--- config.mk ---
export PLATFORM = sky130hd
export DESIGN_NAME = all_pairs_shortest_path_core
export DESIGN_NICKNAME = d
export VERILOG_FILES = /design/src/rtl/apsp_pkg.sv /design/src/rtl/apsp_cell.sv /design/src/rtl/all_pairs_shortest_path_core.sv
export SDC_FILE = /design/constraint.sdc
export NUM_CORES = 2
export LEC_CHECK = 0
export ABC_AREA = 1
export CAP_MARGIN = 10
export CORE_ASPECT_RATIO = 1.4
export CORE_MARGIN = 2
export CORE_UTILIZATION = 30
export DETAILED_ROUTE_END_ITERATION = 8
export DONT_BUFFER_PORTS = 1
export PLACE_DENSITY = 0.54
export REMOVE_ABC_BUFFERS = 1
export SLEW_MARGIN = 20
export SYNTH_ARGS = -nofsm -noshare
export SYNTH_HDL_FRONTEND = slang
export SYNTH_SLANG_ARGS = --single-unit
--- constraint.sdc ---
create_clock -name clk -period 9 [get_ports clk]
set_input_delay 0.9 -clock clk [delete_from_list [all_inputs] [get_ports clk]]
set_output_delay 0.9 -clock clk [all_outputs]
set_load 0.03 [all_outputs]
--- src/rtl/apsp_pkg.sv ---
// Package for the all-pairs shortest path core: shared types, constants and the relax function.
// No dependencies.
package apsp_pkg;
	localparam int DistW = 21;
	localparam int WeightW = 17;
	localparam logic [DistW-1:0] NoEdge = '1;
	localparam logic [DistW-1:0] DistMax = 21'd1048575;
	localparam logic [3:0] RegVertexCount = 4'd0;

	typedef enum logic [1:0] {
		ST_LOAD,
		ST_RELAX,
		ST_EMIT
	} state_t;

	// Relax one entry: cur vs a + b, with negative meaning no edge.
	function automatic logic [DistW-1:0] relax_entry(input logic [DistW-1:0] cur,
			input logic [DistW-1:0] a, input logic [DistW-1:0] b);
		logic [DistW:0] sum;
		logic [DistW-1:0] s;
		begin
			sum = {1'b0, a} + {1'b0, b};
			s = (sum > {1'b0, DistMax}) ? DistMax : sum[DistW-1:0];
			if (a[DistW-1] || b[DistW-1])
				relax_entry = cur;
			else if (cur[DistW-1] || s < cur)
				relax_entry = s;
			else
				relax_entry = cur;
		end
	endfunction
endpackage

--- src/rtl/apsp_cell.sv ---
// One relaxation cell: holds one matrix column and relaxes its entry of the row in flight.
// Depends on apsp_pkg.
module apsp_cell import apsp_pkg::*; #(
	parameter int DEPTH = 8,
	parameter int IW = 3
) (
	input  logic             clk,
	input  logic             ld_en,
	input  logic [IW-1:0]    ld_row,
	input  logic [DistW-1:0] ld_data,
	input  logic             wb_en,
	input  logic [IW-1:0]    wb_row,
	input  logic [IW-1:0]    rd_row,
	input  logic [IW-1:0]    k_row,
	input  logic [DistW-1:0] a,
	output logic [DistW-1:0] cur
);
	logic [DistW-1:0] entry_q [DEPTH];
	logic [DistW-1:0] res_q;

	assign cur = entry_q[rd_row];

	always_ff @(posedge clk) begin
		res_q <= relax_entry(entry_q[rd_row], a, entry_q[k_row]);
		if (ld_en)
			entry_q[ld_row] <= ld_data;
		else if (wb_en)
			entry_q[wb_row] <= res_q;
	end
endmodule

--- src/rtl/all_pairs_shortest_path_core.sv ---
// All-pairs shortest path core: top level with load, relax and emit control.
// Depends on apsp_pkg and apsp_cell.
//
// Load N*N edge weights row-major (N = vertex_count, clamped to 1..MAX_VERTICES),
// one word per cycle; -1 (any negative) means no edge. After the last word the
// core runs Floyd-Warshall with a row of MAX_VERTICES cells, one per column,
// each cell holding its own matrix column: each relax step updates a whole
// row i for pivot k by an issue and then a write back. Then the matrix is
// emitted row-major at one word per cycle while out_stall is low, with
// last_entry on the final word. No input is accepted while relaxing or
// emitting. The matrix store has no reset; all entries are written by the
// load before they are read.
module all_pairs_shortest_path_core import apsp_pkg::*; #(
	parameter int MAX_VERTICES = 8
) (
	input  logic                clk,
	input  logic                arst_n,
	input  logic                psel,
	input  logic                penable,
	input  logic                pwrite,
	input  logic [1:0]          paddr,
	input  logic [31:0]         pwdata,
	output logic [31:0]         prdata,
	output logic                pready,
	input  logic                in_valid,
	output logic                in_stall,
	input  logic [WeightW-1:0]  edge_weight,
	output logic                out_valid,
	input  logic                out_stall,
	output logic [DistW-1:0]    distance,
	output logic [2:0]          from_vertex,
	output logic [2:0]          to_vertex,
	output logic                last_entry
);
	localparam int IW = (MAX_VERTICES > 1) ? $clog2(MAX_VERTICES) : 1;
	localparam int NW = $clog2(MAX_VERTICES + 1);

	logic [3:0]       vcount_q;
	logic [NW-1:0]    n;
	state_t           state_q, state_d;
	logic [IW-1:0]    row_q, col_q, k_q;
	logic             wr_cfg;
	logic             in_acc, out_acc;

	// Entry of the current row held by each column cell.
	logic [DistW-1:0] cur_w [MAX_VERTICES];
	logic [DistW-1:0] ld_word;
	logic             relax_en;

	assign pready = 1'b1;
	assign wr_cfg = psel && penable && pwrite && (paddr == RegVertexCount[1:0]);
	assign prdata = (paddr == RegVertexCount[1:0]) ? {28'd0, vcount_q} : 32'd0;

	// Clamp side length.
	always_comb begin
		if (vcount_q == 4'd0)
			n = NW'(1);
		else if (32'(vcount_q) > MAX_VERTICES)
			n = NW'(MAX_VERTICES);
		else
			n = NW'(vcount_q);
	end

	assign in_stall = (state_q != ST_LOAD);
	assign in_acc = in_valid && !in_stall;
	assign out_valid = (state_q == ST_EMIT);
	assign out_acc = out_valid && !out_stall;
	assign relax_en = (state_q == ST_RELAX);

	logic last_col, last_row, last_k;
	assign last_col = (NW'(col_q) == n - NW'(1));
	assign last_row = (NW'(row_q) == n - NW'(1));
	assign last_k   = (NW'(k_q) == n - NW'(1));

	// Map the incoming weight: any negative becomes no edge.
	assign ld_word = edge_weight[WeightW-1] ? NoEdge : DistW'(edge_weight[WeightW-2:0]);

	// Pipeline: cell results are registered and land in the next cycle; track that row.
	logic             wb_s1;
	logic [IW-1:0]    wb_row_s1;

	// Cells: cell j relaxes mat[row][j] via pivot k. In-place use of row k
	// is safe since mat[k][k] can only shrink and path via k to k is unchanged.
	for (genvar j = 0; j < MAX_VERTICES; j++) begin : g_cell
		apsp_cell #(
			.DEPTH (MAX_VERTICES),
			.IW    (IW)
		) u_cell (
			.clk     (clk),
			.ld_en   (in_acc && (col_q == IW'(j))),
			.ld_row  (row_q),
			.ld_data (ld_word),
			.wb_en   (wb_s1),
			.wb_row  (wb_row_s1),
			.rd_row  (row_q),
			.k_row   (k_q),
			.a       (cur_w[k_q]),
			.cur     (cur_w[j])
		);
	end

	always_comb begin
		state_d = state_q;
		case (state_q)
			ST_LOAD:  if (in_acc && last_row && last_col) state_d = ST_RELAX;
			ST_RELAX: if (wb_s1 && last_k && last_row) state_d = ST_EMIT;
			ST_EMIT:  if (out_acc && last_row && last_col) state_d = ST_LOAD;
			default:  state_d = ST_LOAD;
		endcase
	end

	// Relax issues one row at a time: issue, then write back, so the
	// next row sees the updated matrix.
	always_ff @(posedge clk or negedge arst_n) begin
		if (!arst_n) begin
			vcount_q <= 4'd8;
			state_q <= ST_LOAD;
			row_q <= '0;
			col_q <= '0;
			k_q <= '0;
			wb_s1 <= 1'b0;
			wb_row_s1 <= '0;
		end else begin
			state_q <= state_d;
			wb_s1 <= relax_en && !wb_s1;
			wb_row_s1 <= row_q;
			if (wr_cfg) begin
				vcount_q <= pwdata[3:0];
				row_q <= '0;
				col_q <= '0;
				state_q <= ST_LOAD;
			end else if (in_acc || out_acc) begin
				if (last_col) begin
					col_q <= '0;
					row_q <= last_row ? '0 : row_q + 1'b1;
				end else
					col_q <= col_q + 1'b1;
				k_q <= '0;
			end else if (wb_s1) begin
				if (last_row) begin
					row_q <= '0;
					k_q <= last_k ? '0 : k_q + 1'b1;
				end else
					row_q <= row_q + 1'b1;
			end
		end
	end

	assign distance = cur_w[col_q];
	assign from_vertex = 3'(row_q);
	assign to_vertex = 3'(col_q);
	assign last_entry = last_row && last_col;

`ifndef NO_ASSERTIONS
	a_no_in_busy: assert property (@(posedge clk) disable iff (!arst_n)
		state_q != ST_LOAD |-> !in_acc) else $error("input taken while busy");
	a_out_only_emit: assert property (@(posedge clk) disable iff (!arst_n)
		out_valid |-> state_q == ST_EMIT) else $error("output outside emit");
	a_wb_relax: assert property (@(posedge clk) disable iff (!arst_n)
		wb_s1 |-> $past(relax_en)) else $error("writeback without relax");
`endif
endmodule

# After elaboration in Yosys (flattened, before gate mapping)
# Memory sizes are Yosys's and may differ from the RTL's.
# Cells that the tools add are included.
dict set report op_classes {
  n_addsub 12
  n_mux 108
  eq_ne 16
  order_cmp 19
  n_reduce_logical 61
  bitwise_logic 3
}
# operator n
set ops {}
lappend ops {{21-bit two-way mux} 37}
lappend ops {{21-bit by 21-bit adder with 22-bit output} 8}
lappend ops {{22-bit by 20-bit greater-than comparator with 1-bit output (second input constant)} 8}
lappend ops {{21-bit less-than comparator} 8}
lappend ops {{21-bit OR reduction} 8}
lappend ops {{21-bit binary-select mux with 3-bit select} 2}
lappend ops {{3-bit two-way mux} 20}
lappend ops {{1-bit two-way mux} 41}
lappend ops {{1-bit logical AND} 21}
lappend ops {{1-bit logical OR} 17}
lappend ops {{3-bit equality test (second input constant)} 4}
lappend ops {{3-bit by 4-bit equality test with 1-bit output} 3}
lappend ops {{4-bit two-way mux} 3}
lappend ops {{3-bit by 1-bit adder with 3-bit output (second input constant)} 3}
lappend ops {{4-bit greater-or-equal comparator (second input constant)} 2}
lappend ops {{2-bit two-way mux} 4}
lappend ops {{3-bit NOT with 4-bit output} 2}
lappend ops {{2-bit nonzero test} 4}
lappend ops {{3-bit by 2-bit equality test with 1-bit output (second input constant)} 2}
lappend ops {{3-bit != test (second input constant)} 2}
lappend ops {{2-bit case mux with 3 select lines} 1}
lappend ops {{3-bit AND reduction} 2}
lappend ops {{4-bit greater-than comparator (second input constant)} 1}
lappend ops {{2-bit logical NOT} 2}
lappend ops {{other kinds (12)} 14}
dict set report word_totals {
  output_inout_bits 63
  mem_bits_rw 1344
  memories 8
  register_bits 187
}
# memory words width read_ports rd_clocked_by_memory_dff write_ports line_no
set memory_table {}
lappend memory_table {{g_cell[0].u_cell.entry_q} 8 21 2 0 1 apsp_cell.sv:18} ;# logic [DistW-1:0] entry_q [DEPTH];
lappend memory_table {{g_cell[1].u_cell.entry_q} 8 21 2 0 1 apsp_cell.sv:18}
lappend memory_table {{g_cell[2].u_cell.entry_q} 8 21 2 0 1 apsp_cell.sv:18}
lappend memory_table {{g_cell[3].u_cell.entry_q} 8 21 2 0 1 apsp_cell.sv:18}
lappend memory_table {{g_cell[4].u_cell.entry_q} 8 21 2 0 1 apsp_cell.sv:18}
lappend memory_table {{g_cell[5].u_cell.entry_q} 8 21 2 0 1 apsp_cell.sv:18}
lappend memory_table {{2 more memories} - - - - - -}

# Depth between registers and ports, before layout
dict set report depth {
  depth_word 11
  depth_mapped 44
}

# By module
# A second synthesis with hierarchy kept.
dict set report unflattened {
  hier_cells 10658
  hier_area_um2 90075.1
}
# mod n_inst cells_each area_each_um2
set by_module_without_submodules {}
lappend by_module_without_submodules {{apsp_cell at g_cell[1].u_cell ...} 3 1224 10661.5}
lappend by_module_without_submodules {{apsp_cell at g_cell[5].u_cell ...} 2 1234 10737.8}
lappend by_module_without_submodules {{apsp_cell at g_cell[0].u_cell} 1 1242 10769.1}
lappend by_module_without_submodules {{apsp_cell at g_cell[4].u_cell} 1 1234 10729.0}
lappend by_module_without_submodules {{apsp_cell at g_cell[7].u_cell} 1 1230 10677.7}
lappend by_module_without_submodules {all_pairs_shortest_path_core 1 812 4439.3}

# Worst setup path after synthesis
# No wires, ideal clock.
dict set report synth_timing {
  path_kind {reg-to-reg}
  from {reg row_q[1] (netlist: from_vertex[1])}
  to {reg g_cell[4].u_cell.res_q[15]}
  path_stages_with_launch 37
  synth_period_minus_slack_ns 5.509
  slack_ns 3.491
  arrival_time_ns 5.450
  n_path_buf 5
  required_time_ns 8.941
  path_cell_list {dfrtp_1 buf_4 buf_4 buf_6 clkbuf_1 o21ai_0 o21ai_1 inv_2 o21ai_2 inv_2 a21oi_1 o21ai_1 nand2_1 nor2_1 a31oi_1 ha_1 a21oi_1 nand2_1 a21boi_0 inv_1 a21oi_1 o21ai_0 nand3_1 nand2_1 xnor2_1 nand2_1 ha_1 nand4_1 nor3_1 nor4b_1 nand2_1 nand2_1 nand2_1 nand2_1 buf_2 nand2_1 nand2_1}
}
dict set report synth_between {
  elab_chain_len 11
}
# item line_no
set synth_lines {}
lappend synth_lines {{from (decl)} all_pairs_shortest_path_core.sv:41} ;# logic [IW-1:0] row_q, col_q, k_q;
lappend synth_lines {{from (signal assigned)} all_pairs_shortest_path_core.sv:135} ;# row_q <= last_row ? '0 : row_q + 1'b1;
lappend synth_lines {{from (signal assigned)} all_pairs_shortest_path_core.sv:144} ;# row_q <= row_q + 1'b1;
lappend synth_lines {{memory 8 x 21 bit} -}
lappend synth_lines {{21-bit binary-select mux with 3-bit select} all_pairs_shortest_path_core.sv:97} ;# .a (cur_w[k_q]),
lappend synth_lines {{21-bit two-way mux (implied by the code) (2 in series)} all_pairs_shortest_path_core.sv:97}
lappend synth_lines {{21-bit by 21-bit adder with 22-bit output} apsp_pkg.sv:22} ;# sum = {1'b0, a} + {1'b0, b};
lappend synth_lines {{22-bit by 20-bit greater-than comparator with 1-bit output} apsp_pkg.sv:23} ;# s = (sum > {1'b0, DistMax}) ? DistMax : sum[DistW-1:0];
lappend synth_lines {{21-bit two-way mux} apsp_pkg.sv:23}
lappend synth_lines {{21-bit less-than comparator} apsp_pkg.sv:26} ;# else if (cur[DistW-1] || s < cur)
lappend synth_lines {{1-bit logical OR} apsp_pkg.sv:26}
lappend synth_lines {{21-bit two-way mux} apsp_pkg.sv:26}
lappend synth_lines {{21-bit two-way mux (*)} apsp_pkg.sv:24} ;# if (a[DistW-1] || b[DistW-1])
lappend synth_lines {{to (signal assigned)} apsp_cell.sv:24} ;# res_q <= relax_entry(entry_q[rd_row], a, entry_q[k_row]);
lappend synth_lines {{to (decl)} apsp_cell.sv:19} ;# logic [DistW-1:0] res_q;
# Mark *: on every way between the ends. The rest lies on a longest branch, timed or not. The select of a mux whose other input is x is not followed.
# A chain may end at the register's enable or synchronous reset.

# Worst setup path after layout
dict set report layout_timing {
  from {reg row_q[0] (netlist: from_vertex[0])}
  to {reg g_cell[6].u_cell.res_q[8]}
}
dict set report layout_between {
  elab_chain_len 11
}
# item line_no
set layout_lines {}
lappend layout_lines {{memory 8 x 21 bit} -}
lappend layout_lines {{21-bit binary-select mux with 3-bit select} all_pairs_shortest_path_core.sv:97}
lappend layout_lines {{21-bit two-way mux (implied by the code) (2 in series)} all_pairs_shortest_path_core.sv:97}
lappend layout_lines {{21-bit by 21-bit adder with 22-bit output} apsp_pkg.sv:22}
lappend layout_lines {{22-bit by 20-bit greater-than comparator with 1-bit output} apsp_pkg.sv:23}
lappend layout_lines {{21-bit two-way mux} apsp_pkg.sv:23}
lappend layout_lines {{21-bit less-than comparator} apsp_pkg.sv:26}
lappend layout_lines {{1-bit logical OR} apsp_pkg.sv:26}
lappend layout_lines {{21-bit two-way mux} apsp_pkg.sv:26}
lappend layout_lines {{21-bit two-way mux (*)} apsp_pkg.sv:24}
lappend layout_lines {{to (signal assigned)} apsp_cell.sv:24}
lappend layout_lines {{to (decl)} apsp_cell.sv:19}
# Marks and branches as above.

==> flow_metrics.env <==
export IMPL_status="finished, final reports clean"
export IMPL_rr_endpoint="g_cell[6].u_cell.res_q[8]"
export IMPL_async_flop_share=0.0124
export IMPL_fp_dieArea_um2=303000
export IMPL_ios=121
export IMPL_ant_nets=0
export IMPL_holdPathEnd="vcount_q[1]"
export IMPL_skew_ns=0.0537
export IMPL_start_util=0.302
export IMPL_dpl_cell_area_um2=95000
export IMPL_syn2layout_area_growth_pct=11.4
export IMPL_clk_latency_ns=0.89
export IMPL_wirelength_um=351000
export IMPL_cp_slowest_stage_delay_ns=1.07
export IMPL_maxSlewViolCount=0
export IMPL_ys_seq_elements=1531
export IMPL_whs_path_depth=2
export IMPL_design_area_um2=100000
export IMPL_cp_end_kind="flop"
export IMPL_netlist_area_um2=89700
export IMPL_worstMarginPinSlew_ns=1.17
export IMPL_drive_above_1_share=0.0995
export IMPL_cts_max_level=4
export IMPL_grt_busiest_layer="met2"
export IMPL_setup_viol=0
export IMPL_vias=76900
export IMPL_cts_path_max_buffers=4
export IMPL_clkTransAtPathRegs_ns=0.07
export IMPL_use_met2=0.371
export IMPL_grt_ovfl_total=0
export IMPL_hp_start="pwdata[1]"
export IMPL_grt_max_degree=172
export IMPL_grt_usage=0.223
export IMPL_drt_wirelength_per_cell_um=24.3
export IMPL_syn_inst=10600
export IMPL_worst_ep_arrival_time_ns=9.13
export IMPL_die_width_um=466
export IMPL_reg2reg_slack_ns=0.66
export IMPL_die_h_um=651
export IMPL_nets=10800
export IMPL_rows=237
export IMPL_io_buffers=0
export IMPL_rr_worst_depth=38
export IMPL_cts_buffers=157
export IMPL_timing_final_crit_share=0.927
export IMPL_hold_violations=0
export IMPL_fmax_mhz=120
export IMPL_grt_pass1_wl_um=496000
export IMPL_use_met3=0.0388
export IMPL_post_route_min_period_ns=8.34
export IMPL_slew_headroom=0.218
export IMPL_cts_resized=0
export IMPL_crit_type="flop to flop"
export IMPL_reg2reg_from="from_vertex[0]"
export IMPL_yosys_warnings=0
export IMPL_syn_area_per_cell_um2=8.50
export IMPL_setup_tns_ns=0
export IMPL_synth_edf_count=1344
export IMPL_hold_path_class="primary input to flop"
export IMPL_cts_root_buf="clkbuf_16"
export IMPL_maxCapViolations=0
export IMPL_gp_congestion=0.964
export IMPL_ys_flop_type="edfxtp_1"
export IMPL_holdBufCountCts=1
export IMPL_synth_top_area_share=0.450
export IMPL_drtPass1Iterations=5
export IMPL_cts_tree="done"
export IMPL_crit_fanout=55
export IMPL_utilization=0.336
export IMPL_drt_vias_per_instance=5.32
export IMPL_drc=0
export IMPL_fill_cells=30800
export IMPL_cts_sinks=1531
export IMPL_grt_use_met1=0.255
export IMPL_first_global_vias=72100
export IMPL_critPathLaunchType="flop"
export IMPL_crit_top_cell="nand2_1"
export IMPL_dp_hpwl_um=233000
export IMPL_required_ns=9.79
export IMPL_first_iter_violations=7674
export IMPL_yosysSeqAreaShare=0.493
export IMPL_grt_setup_unrepaired="no"
export IMPL_core_region_area_um2=297000
export IMPL_post_cts_buffers=0
export IMPL_synth_cell_type_count=55
export IMPL_yosysTopAreaCell="edfxtp_1"
export IMPL_antenna_found_initial=33
export IMPL_synthTopCellsByArea="edfxtp_1, o21ai_0, nand2_1, a21oi_1, ha_1"
export IMPL_cpMaxStageDelayCell="dfrtp_4"
export IMPL_finalHoldWorstSlack_ns=0.165
-- synthesized netlist by cell type, drive strengths merged (7+ instances only) --
master,instances
a21o,13
a211oi,16
o211ai,10
dfrtp,18
nor4,11
a31oi,218
nand4,50
fa,8
o21bai,29
nand3,310
nor2,1115
dfxtp,168
a21oi,1049
mux2,128
or2,22
xor2,78
clkbuf,387
xnor2,52
and2,7
buf,334
nor3,14
inv,968
edfxtp,1344
ha,345
nand2,1532
o21ai,2295
-- flip-flops by register name (all words and copies together), names as in the netlist --
name and count:
g_cell.u_cell.res_q 168, k_q 3, from_vertex 3, state_q 2, g_cell.u_cell.entry_q 1344, wb_s1 1, wb_row_s1 3, to_vertex 3
vcount_q 4
-- cell usage in the layout, fill, tap and decap left out, drive strengths merged, types with 18 or more instances in the layout --
cell	n
inv	980
diode	39
dfrtp	18
edfxtp	1344
nor2	1115
clkinv	51
mux2	128
xor2	78
xnor2	52
dfxtp	168
a31oi	218
o21ai	2295
clkbuf	203
ha	345
nand4	50
nand3	310
conb	37
o21bai	29
a21oi	1049
buf	331
or2	22
nand2	1532
-- cells by family after synthesis --
group                    after synthesis  share of synthesized area
AO/OA/AOI/OAI                       3648                      0.214
adder cells (fa/ha/maj)              353                     0.0499
flip-flops                          1531                      0.493
AND/OR/NAND/NOR                     3068                      0.136
XOR/XNOR                             130                     0.0128
other                                  2                  0.0000837
multiplexers                         129                     0.0162
buffers and inverters               1693                     0.0786
-- worst max-delay path by stage --
stage | to | slack [ns] | cells past startpoint | from
finish | g_cell[6].u_cell.res_q[8] | 0.66 | 38 | from_vertex[0]
global route | g_cell[6].u_cell.res_q[0] | 0.26 | 38 | from_vertex[0]
CTS | g_cell[5].u_cell.res_q[7] | 0.94 | 31 | from_vertex[0]
detailed placement | g_cell[6].u_cell.res_q[13] | 0.96 | 37 | from_vertex[0]
global placement | g_cell[6].u_cell.res_q[13] | 1.02 | 37 | from_vertex[0]
floorplan | g_cell[6].u_cell.res_q[14] | -23.64 | 28 | k_q[0]
-- per-layer routing --
layer,up-vias,wire length [um]
met5,-,52
met4,6,28000
met3,865,24700
met2,3040,167000
met1,36900,131000
li1,36100,-
-- cell type report --
class / count / area, um2 / area share
multi-input combinational: 7365 / 39100 / 0.392
inverter: 972 / 3700 / 0.0370
tap: 3943 / 4930 / 0.0494
antenna: 39 / 97.6 / 0.000976
sequential: 1531 / 44200 / 0.443
clock buffer: 203 / 4230 / 0.0423
timing repair buffer: 332 / 3000 / 0.0300
clock inverter: 73 / 639 / 0.00640
-- per-stage QoR --
stage / worst slack [ns] / cells
final: 0.658 / 14500
after floorplan: -23.64 / 9868
after global routing: 0.265 / 14400
after CTS: 0.940 / 14400
after detailed placement: 0.963 / 14100
after global placement: 1.02 / 14100
-- critical path, delay by kind of cell (launching register included) --
kind | cells | cell delay, ns
AO/OA/AOI/OAI | 7 | 1.67
adder cells (fa/ha/maj) | 2 | 0.71
buffers and inverters | 8 | 1.74
flip-flops | 1 | 1.07
AND/OR/NAND/NOR | 21 | 2.96
Power is left out: the tool's default activity adds up to more than one toggle a clock period on the data nets, which glitch-free logic cannot reach.
